===== src/design/vfcm_pkg.sv =====
package vfcm_pkg;

	localparam int unsigned TALL = 128;
	localparam int unsigned FACES = 6;
	localparam int unsigned VERTS = 6;

	localparam logic [6:0] TOP_Y = 7'(TALL - 1);

	typedef logic [2:0] vfcm_face_t;

	localparam vfcm_face_t FACE_NEG_Y = 3'd4;
	localparam vfcm_face_t FACE_POS_Y = 3'd5;
	localparam logic [2:0] LAST_VTX = 3'd5;

	typedef struct packed {
		logic [3:0] pos_x;
		logic [6:0] pos_y;
		logic [3:0] pos_z;
		logic [7:0] kind;
		logic       solid_here;
		logic       clear_here;
		logic [5:0] near_active;
		logic [5:0] near_clear;
	} vfcm_in_t;

	typedef struct packed {
		logic [7:0] byte_pos;
		logic [7:0] byte_corner;
		logic [4:0] byte_z;
		logic [7:0] byte_kind;
		logic       layer;
		logic       last;
	} vfcm_out_t;

	typedef struct packed {
		logic [3:0] pos_x;
		logic [6:0] pos_y;
		logic [3:0] pos_z;
		logic [7:0] kind;
		logic       clear;
		logic [5:0] faces;
	} vfcm_job_t;

	typedef struct packed {
		logic      push;
		vfcm_job_t job;
	} vfcm_push_t;

	typedef struct packed {
		logic full;
		logic nonempty;
	} vfcm_qstat_t;

	// Each entry is {corner[1:0], dz, dy, dx}.
	localparam logic [4:0] FACE_VERTS [FACES][VERTS] = '{
		'{5'd0,  5'd12, 5'd18, 5'd18, 5'd12, 5'd30},
		'{5'd5,  5'd9,  5'd23, 5'd23, 5'd9,  5'd27},
		'{5'd1,  5'd8,  5'd19, 5'd19, 5'd8,  5'd26},
		'{5'd4,  5'd13, 5'd22, 5'd22, 5'd13, 5'd31},
		'{5'd5,  5'd12, 5'd17, 5'd17, 5'd12, 5'd24},
		'{5'd3,  5'd10, 5'd23, 5'd23, 5'd10, 5'd30}
	};

	localparam logic [1:0] FACE_CLASS [FACES] = '{2'd0, 2'd0, 2'd1, 2'd1, 2'd3, 2'd2};

endpackage


===== src/design/vfcm_front.sv =====
module vfcm_front (
	input  logic                  start,
	input  vfcm_pkg::vfcm_in_t    voxel,
	input  vfcm_pkg::vfcm_qstat_t qstat,
	output logic                  busy,
	output vfcm_pkg::vfcm_push_t  push
);
	import vfcm_pkg::*;

	logic [5:0] vis;

	always_comb begin
		vis = ~voxel.near_active | (voxel.near_clear & {6{~voxel.clear_here}});
		if (voxel.pos_y == 7'd0) begin
			vis[FACE_NEG_Y] = 1'b1;
		end
		if (voxel.pos_y >= TOP_Y) begin
			vis[FACE_POS_Y] = 1'b1;
		end
	end

	assign busy = qstat.full;

	always_comb begin
		push.push      = start && !qstat.full && voxel.solid_here && (vis != 6'd0);
		push.job.pos_x = voxel.pos_x;
		push.job.pos_y = voxel.pos_y;
		push.job.pos_z = voxel.pos_z;
		push.job.kind  = voxel.kind;
		push.job.clear = voxel.clear_here;
		push.job.faces = vis;
	end

endmodule


===== src/design/vfcm_queue.sv =====
module vfcm_queue #(
	parameter int unsigned DEPTH = 4
) (
	input  logic                  clk,
	input  logic                  arst_n,
	input  vfcm_pkg::vfcm_push_t  push,
	input  logic                  pop,
	output vfcm_pkg::vfcm_job_t   head,
	output vfcm_pkg::vfcm_qstat_t qstat
);
	import vfcm_pkg::*;

	localparam int unsigned PW = $clog2(DEPTH);
	localparam int unsigned CW = $clog2(DEPTH + 1);
	localparam logic [PW-1:0] PTR_LAST = PW'(DEPTH - 1);
	localparam logic [CW-1:0] CNT_FULL = CW'(DEPTH);

	vfcm_job_t     slots_q [DEPTH];
	logic [PW-1:0] wr_ptr_q;
	logic [PW-1:0] rd_ptr_q;
	logic [CW-1:0] count_q;
	logic          do_push;
	logic          do_pop;

	assign do_push = push.push && (count_q != CNT_FULL);
	assign do_pop  = pop && (count_q != '0);

	always_ff @(posedge clk or negedge arst_n) begin
		if (!arst_n) begin
			wr_ptr_q <= '0;
			rd_ptr_q <= '0;
			count_q  <= '0;
		end else begin
			if (do_push) begin
				wr_ptr_q <= (wr_ptr_q == PTR_LAST) ? '0 : wr_ptr_q + 1'b1;
			end
			if (do_pop) begin
				rd_ptr_q <= (rd_ptr_q == PTR_LAST) ? '0 : rd_ptr_q + 1'b1;
			end
			if (do_push && !do_pop) begin
				count_q <= count_q + 1'b1;
			end else if (do_pop && !do_push) begin
				count_q <= count_q - 1'b1;
			end
		end
	end

	always_ff @(posedge clk) begin
		if (do_push) begin
			slots_q[wr_ptr_q] <= push.job;
		end
	end

	assign head           = slots_q[rd_ptr_q];
	assign qstat.full     = (count_q == CNT_FULL);
	assign qstat.nonempty = (count_q != '0);

endmodule


===== src/design/vfcm_back.sv =====
module vfcm_back (
	input  logic                  clk,
	input  logic                  arst_n,
	input  vfcm_pkg::vfcm_job_t   head,
	input  vfcm_pkg::vfcm_qstat_t qstat,
	output logic                  pop,
	output logic                  strobe,
	output vfcm_pkg::vfcm_out_t   vertex
);
	import vfcm_pkg::*;

	logic       active_q;
	vfcm_job_t  job_q;
	logic [5:0] rem_q;
	logic [2:0] vtx_q;
	logic       strobe_q;
	vfcm_out_t  vertex_q;

	vfcm_face_t face;
	logic [4:0] dvec;
	logic       face_done;
	logic [5:0] rem_next;
	logic       run_done;
	logic [4:0] vx;
	logic [7:0] vy;
	logic [4:0] vz;
	vfcm_out_t  vert_next;

	always_comb begin
		face = '0;
		for (int i = FACES - 1; i >= 0; i--) begin
			if (rem_q[i]) begin
				face = vfcm_face_t'(i);
			end
		end
	end

	always_comb begin
		dvec      = FACE_VERTS[face][vtx_q];
		face_done = (vtx_q == LAST_VTX);
		rem_next  = rem_q & ~(6'b000001 << face);
		run_done  = face_done && (rem_next == 6'd0);

		vx = {1'b0, job_q.pos_x} + {4'd0, dvec[0]};
		vy = {1'b0, job_q.pos_y} + {7'd0, dvec[1]};
		vz = {1'b0, job_q.pos_z} + {4'd0, dvec[2]};

		vert_next.byte_pos    = {vy[2:0], 5'd0} | {3'd0, vx};
		vert_next.byte_corner = {3'd0, vy[7:3]} | {2'd0, dvec[4:3], 4'd0}
			| {FACE_CLASS[face], 6'd0};
		vert_next.byte_z      = vz;
		vert_next.byte_kind   = job_q.kind;
		vert_next.layer       = job_q.clear;
		vert_next.last        = run_done;
	end

	assign pop = qstat.nonempty && (!active_q || run_done);

	always_ff @(posedge clk or negedge arst_n) begin
		if (!arst_n) begin
			active_q <= 1'b0;
			rem_q    <= '0;
			vtx_q    <= '0;
			strobe_q <= 1'b0;
		end else begin
			strobe_q <= active_q;
			if (pop) begin
				active_q <= 1'b1;
				rem_q    <= head.faces;
				vtx_q    <= '0;
			end else if (active_q && run_done) begin
				active_q <= 1'b0;
			end else if (active_q) begin
				if (face_done) begin
					rem_q <= rem_next;
					vtx_q <= '0;
				end else begin
					vtx_q <= vtx_q + 1'b1;
				end
			end
		end
	end

	always_ff @(posedge clk) begin
		if (pop) begin
			job_q <= head;
		end
		vertex_q <= vert_next;
	end

	assign strobe = strobe_q;
	assign vertex = vertex_q;

endmodule


===== src/design/voxel_face_cull_mesher.sv =====
// Channel   Handshake          Payload
// voxel     start / busy       vfcm_in_t  (one voxel with its neighbor flags)
// vertex    strobe             vfcm_out_t (one packed vertex)
//
// Each item is classified in the cycle it is accepted and queued if it is solid and
// shows any face. The vertex generator emits one vertex per cycle, six per visible
// face; an item with no visible face is not queued. When the generator is idle, an
// accepted item passes in turn the queue, the job register and the output register.
// Reset clears the queue and the generator. Busy is high only while the queue is full.
module voxel_face_cull_mesher #(
	parameter int unsigned QDEPTH = 4
) (
	input  logic                clk,
	input  logic                arst_n,
	input  logic                start,
	input  vfcm_pkg::vfcm_in_t  voxel,
	output logic                busy,
	output logic                strobe,
	output vfcm_pkg::vfcm_out_t vertex
);
	import vfcm_pkg::*;

	vfcm_push_t  push;
	vfcm_qstat_t qstat;
	vfcm_job_t   head;
	logic        pop;

	vfcm_front u_front (
		.start (start),
		.voxel (voxel),
		.qstat (qstat),
		.busy  (busy),
		.push  (push)
	);

	vfcm_queue #(
		.DEPTH (QDEPTH)
	) u_queue (
		.clk    (clk),
		.arst_n (arst_n),
		.push   (push),
		.pop    (pop),
		.head   (head),
		.qstat  (qstat)
	);

	vfcm_back u_back (
		.clk    (clk),
		.arst_n (arst_n),
		.head   (head),
		.qstat  (qstat),
		.pop    (pop),
		.strobe (strobe),
		.vertex (vertex)
	);

	a_run_gapless: assert property (@(posedge clk) disable iff (!arst_n)
		strobe && !vertex.last |=> strobe)
		else $error("Vertex run broke before its last vertex.");

	a_run_layer: assert property (@(posedge clk) disable iff (!arst_n)
		strobe && !vertex.last |=> vertex.layer == $past(vertex.layer))
		else $error("Layer changed within one item's run.");

	a_pop_emits: assert property (@(posedge clk) disable iff (!arst_n)
		pop |=> ##1 strobe)
		else $error("Queue pop produced no vertex.");

	a_busy_queued: assert property (@(posedge clk) disable iff (!arst_n)
		busy |-> qstat.nonempty)
		else $error("Busy raised with an empty queue.");

endmodule


===== config.mk =====
export PLATFORM = sky130hd
export DESIGN_NAME = voxel_face_cull_mesher
export DESIGN_NICKNAME = d
export VERILOG_FILES = /design/src/design/vfcm_pkg.sv /design/src/design/vfcm_front.sv /design/src/design/vfcm_queue.sv /design/src/design/vfcm_back.sv /design/src/design/voxel_face_cull_mesher.sv
export SDC_FILE = /design/constraint.sdc
export NUM_CORES = 1
export LEC_CHECK = 0
export ABC_CLOCK_PERIOD_IN_PS = 3500
export BUFFER_PORTS_ARGS = -buffer_cell sky130_fd_sc_hd__buf_2
export CORE_UTILIZATION = 52
export CTS_CLUSTER_DIAMETER = 80
export DETAILED_ROUTE_END_ITERATION = 8
export PLACE_DENSITY = 0.71
export SYNTH_ARGS = -nofsm -noshare
export SYNTH_HDL_FRONTEND = slang
export SYNTH_SLANG_ARGS = --single-unit

===== constraint.sdc =====
create_clock -name clk -period 3.5 [get_ports clk]
set_input_delay 0.35 -clock clk [delete_from_list [all_inputs] [get_ports clk]]
set_output_delay 0.35 -clock clk [all_outputs]
set_load 0.01 [all_outputs]

---- Word level (Yosys, flattened, before mapping) ----
Memory sizes are Yosys's and may differ from the RTL's.
Cells that the tools add are included.
word-level totals
  flip-flop bits (word level) ............. 73
  bits in writable memories ............... 120
  ROM bits ................................ 256
  input bits .............................. 40
  output and inout port bits .............. 33
  memories kept ........................... 3
memories
  name              words  width  rd ports  clocked after Yosys merged registers in  write ports  RTL line          text
  (name not given)  8      30     1         0                                        0            vfcm_back.sv:39   dvec = FACE_VERTS[face][vtx_q];
  u_queue.slots_q   4      30     1         0                                        1            vfcm_queue.sv:18  vfcm_job_t slots_q [DEPTH];
  (name not given)  8      2      1         0                                        0            vfcm_back.sv:50   | {FACE_CLASS[face], 6'd0};
operators by class
  $add $sub $neg .......................... 8
  order comparisons ....................... 3
  equality and inequality tests ........... 6
  shift-type cells ........................ 1
  multiplexer cells ....................... 31
  bitwise gates (word level) .............. 11
  reduce and logical (&&, ||, !) cells .... 25
operators with widths
  kind                 count
  $mux 30              2
  $mux 3               12
  $mux 6               4
  $bmux 5 s3           1
  $and 6x6->6          2
  $not 6->6            2
  $add 4x1->5          2
  $logic_and 1x1->1    10
  $mux 5               2
  $add 7x1->8          1
  $ge 4x4->1 const B   2
  $mux 2               4
  $not 3->4            2
  $or 8x5->8           1
  $or 8x8->8           1
  $reduce_bool 2->1    4
  $ge 7x7->1 const B   1
  $logic_not 7->1      1
  $add 3x1->3 const B  2
  $eq 3x3->1 const B   2
  $logic_not 6->1      1
  $mux 1               6
  $or 5x6->6           1
  $or 6x6->6           1
  13 further kinds     18

---- Logic depth before layout (Yosys ltp) ----
  depth after elaboration ................. 17
  depth in mapped cells ................... 15

---- Cells and area by module ----
A second synthesis with hierarchy kept.
unflattened totals
  cells, all modules ...................... 412
  area, all modules ....................... 7523.5 um2
by module, submodules not included
  module      times used  cells an instance  area each (um2)
  vfcm_queue  1           194                4842.1
  vfcm_back   1           173                2376.0
  vfcm_front  1           45                 305.3

---- Worst setup path after synthesis ----
Ideal clock, no wire load.
  path type ............................... reg2reg
  start ................................... register u_back.rem_q[4]
  end ..................................... register u_queue.count_q[1]
  arrival time ............................ 3.281 ns
  path slack .............................. 0.094 ns
  stages on the path, launching flop included .. 14
  path buffers ............................ 0
  period minus slack after synthesis ...... 3.406 ns
  cell sequence ........................... dfrtp_1 nand2b_1 a21oi_1 o21bai_1 inv_1 ha_1 or4b_1 a221o_1 o31ai_4 nand2_4 ha_1 inv_1 fa_1 mux2_2
on the way
  word-level cells in the longest chain between the ends .. 16
RTL lines
  element                                             RTL line          text
  start, declared                                     vfcm_back.sv:14   logic [5:0] rem_q;
  start signal, assigned                              vfcm_back.sv:69   rem_q <= head.faces;
  start signal, assigned                              vfcm_back.sv:75   rem_q <= rem_next;
  $mux 3 (5 in a row)                                 vfcm_back.sv:32   if (rem_q[i]) begin
  $shl 1x3->6                                         vfcm_back.sv:41   rem_next = rem_q & ~(6'b000001 << face);
  $not 6->6                                           vfcm_back.sv:41
  $and 6x6->6 *                                       vfcm_back.sv:41
  $logic_not 6->1 *                                   vfcm_back.sv:42   run_done = face_done && (rem_next == 6'd0);
  $logic_and 1x1->1 *                                 vfcm_back.sv:42
  $logic_or 1x1->1 *                                  vfcm_back.sv:57   assign pop = qstat.nonempty && (!active_q || run_done);
  $logic_and 1x1->1 *                                 vfcm_back.sv:57
  $logic_and 1x1->1 *                                 vfcm_queue.sv:26  assign do_pop = pop && (count_q != '0);
  $logic_not 1->1                                     vfcm_queue.sv:40  if (do_push && !do_pop) begin
  $logic_and 1x1->1                                   vfcm_queue.sv:40
  $mux 3 / $reduce_bool 2->1 (equally long branches)  --
  end signal, assigned                                vfcm_queue.sv:41  count_q <= count_q + 1'b1;
  end signal, assigned                                vfcm_queue.sv:43  count_q <= count_q - 1'b1;
  end, declared                                       vfcm_queue.sv:21  logic [CW-1:0] count_q;
Every way passes the cells marked *; elsewhere a longest branch is shown, timed or not.
A chain may end at the register's enable or synchronous reset.

---- Final worst setup path ----
Ends and elaborated chain as after synthesis.

==> results.py <==
metrics = {
    "worst_setup_path": {
        "crit_path_max_fanout": 4,
        "cp_slowest_cell": "or4b_1",
        "path_class": "reg2reg",
        "crit_start": "u_back.rem_q[4]",
        "crit_chain": "nand2b_4 > a21oi_2 > o21bai_2 > inv_2 > ha_2 > or4b_1 > a221o_1 > o31ai_4 > nand2_4 > ha_1 > inv_1 > fa_1 > mux2_2",
        "end_kind": "register",
        "cp.buffers_inverters": 2,
        "cp-start-kind": "register",
        "critical-path-max-stage-delay_ps": 440,
        "cpLargestDelayFamily": "compound AO/OA/AOI/OAI gates",
        "worstPathArrival_ps": 3670,
        "rr_startpoint": "u_back.rem_q[4]",
        "cp_data_required_time_ps": 3810,
    },
    "cells_and_area": {
        "stdcell_count": 670,
        "area_delta_synth_final_pct": 18.1,
        "most-common-layout-cells": "144 x edfxtp_1, 72 x buf_2, 31 x dfxtp_1, 30 x mux4_2, 18 x inv_1",
        "diodes": 0,
        "final_common_cell": "edfxtp_1",
        "final_util_pct": 63.9,
        "fin_nets": 539,
        "drive_above_1_share_pct": 34.2,
        "fillers": 968,
    },
    "synthesis": {
        "synth_top_area_cell": "edfxtp_1",
        "synth_edf_count": 144,
        "ys_top_cells_by_area": "edfxtp_1 60%, mux4_2 9.3%, dfxtp_1 8.6%",
        "synth_flop_cell": "edfxtp_1",
        "synth.avg_cell_area_um2": 18.9,
        "synth_seq_cells": 193,
        "synth_warnings": 0,
        "yosysTopAreaCellShare_pct": 59.7,
        "netlist_instances": 383,
        "async_reset_ff_share_pct": 9.33,
        "synth.distinct_cells": 50,
        "syn-num-nets": 441,
        "seq_area_frac_synth_pct": 74.5,
        "synth.cell_area_um2": 7240,
    },
    "clocking": {
        "htree_levels": 4,
        "cts_tree": "yes",
        "insertion_delay_ps": 420,
        "clock-sinks": 193,
        "cts_buffers": 17,
        "clock_path_buffers": 2,
        "path_clk_slew_ps": 70,
        "cts-root-buf": "clkbuf_16",
    },
    "drt": {
        "highest_layer": "met4",
        "wl_met1_um": 5160,
        "dr.pass1.iters": 4,
        "via_per_inst": 5.37,
        "via_count": 3600,
        "routed_wl_um": 12100,
        "drc": 0,
        "met2_length_um": 6200,
        "first_iter_violations": 149,
        "wl_met3_um": 498,
        "drtAntennaViolNets": 0,
        "routedWlPerCell_um": 18.1,
    },
    "timing": {
        "fin_crit_sh_pct": 95.9,
        "fin_ws_ps": 145,
        "worstMarginPinSlew_ps": 739,
        "finalSetupViolCount": 0,
        "fin_crit_ps": 3360,
        "slew_viol_final": 0,
        "finalHoldViolCount": 0,
        "max_freq_mhz": 298,
        "finClkSkew_ps": 7.48,
        "slew_headroom_pct": 50.7,
    },
    "power": {
        "p_seq_share_pct": 47.0,
        "p_sw_uw": 1880,
        "leakagePower_uw": 0.00319,
        "p_int_uw": 4850,
        "power.density_nw_per_um2": 786,
        "p_sw_share_pct": 28.0,
        "irDropWorstVdd_mv": 0.400,
        "clkPwrFrac_pct": 27.9,
        "pwr-share-comb_pct": 25.2,
    },
    "floorplanning": {
        "die_h_um": 120,
        "rows": 42,
        "die-area_um2": 14400,
        "initial_core_util_pct": 54.1,
        "core_region_area_um2": 13400,
        "io_pins": 73,
        "die_w_um": 120,
    },
    "placed_design": {
        "place_inst": 633,
        "place_congestion": 0.851,
        "dp_slack_ps": 33.1,
        "numPortBuffers": 72,
        "dpl.hpwl_um": 7520,
    },
    "outcome": {
        "outcome": "finished, final reports clean",
    },
    "grt": {
        "grt_overflow": 0,
        "grt_start_max_net_pins": 31,
        "antenna_found_initial": 0,
        "grt_pass1_wl_um": 19000,
        "grt_usage_pct": 18.4,
        "grt_pass1_vias": 3676,
    },
    "hold_path": {
        "min-delay-path-class": "in2reg",
        "min_from": "voxel[25]",
    },
    "flow_run": {
        "drv_cap": 0,
    },
}
[path summary, 6_finish.rpt]
check	slack [ps]	endpoint	depth (start not counted)
setup / recovery	140	u_queue.count_q[1]	13
hold / removal	140	u_queue.slots_q[1][18]	1
setup reg to reg	140	u_queue.count_q[1]	13
hold reg to reg	350	u_back.vertex[8]	0
max in group asynchronous	2800	u_queue.rd_ptr_q[0]	2
min in group asynchronous	390	u_back.active_q	2
[registers in the layout (all words and copies together), names as in the netlist]
| name | flops |
|---|---|
| u_queue.slots_q | 120 |
| u_back.vertex | 31 |
| u_back.job_q | 24 |
| u_back.rem_q | 6 |
| u_back.vtx_q | 3 |
| u_queue.count_q | 3 |
| u_queue.rd_ptr_q | 2 |
| u_queue.wr_ptr_q | 2 |
| u_back.active_q | 1 |
| u_back.strobe | 1 |
[layer usage]
metal  track usage (%)  vias to the layer above
met3              4.47                       18
li1                  -                     1695
met5                 0                        -
met1              22.7                     1802
met2              30.7                       85
met4              8.20                        0
[repair_timing]
| item | CTS | global route |
|---|---|---|
| buffers inserted | 0 | 4 |
| resized for setup | 0 | 6 |
| endpoints found under the hold margin | 18 | 0 |
| hold buffers | 1 | 0 |
| setup endpoints to repair | 0 | 2 |
[cells in the mapped netlist (all sizes together), types with 7 or more instances]
cell type	number
dfrtp	18
dfxtp	31
edfxtp	144
ha	17
inv	19
mux2	11
mux4	30
nand2	7
nand3	8
nor2	13
o21ai	10
xnor2	7
[per-stage QoR]
step / area (um^2) / hold slack, ps / TNS (ps) / total power, uW
floorplan: 7240 / 54.4 / 0 / 4330
global placement: 7920 / 304 / 0 / 4800
detailed placement: 7920 / 309 / 0 / 4860
CTS: 8510 / 120 / 0 / 6730
global route: 8560 / 127 / -5.00 / 7090
finish: 8560 / 138 / 0 / 6730
[layout make-up]
type / count / area [um^2] / share of cell area, %
multi-input combinational: 162 / 1760 / 20.5
clock buffer: 21 / 450 / 5.26
sequential: 193 / 5400 / 63.1
tap: 176 / 220 / 2.57
inverter: 19 / 71.3 / 0.833
timing repair buffer: 88 / 533 / 6.23
clock inverter: 11 / 129 / 1.51
[power by group through the flow]
stage / clock network (uW) / logic (uW) / registers [uW]
finish: 1870 / 1690 / 3160
global route: 1990 / 1890 / 3210
CTS: 1910 / 1670 / 3160
detailed placement: 0 / 1650 / 3200
global placement: 0 / 1620 / 3180
floorplan: 0 / 1210 / 3120
[logic make-up after synthesis]
kind of cell	Yosys count	share of synthesized area, %
compound gates	36	3.77
xor+xnor	13	1.57
fa+ha+maj	18	3.21
buf+inv	28	1.50
flops	193	74.5
mux	42	11.5
simple gates	53	3.92
Note: power is estimated with default switching activity, not from simulation.
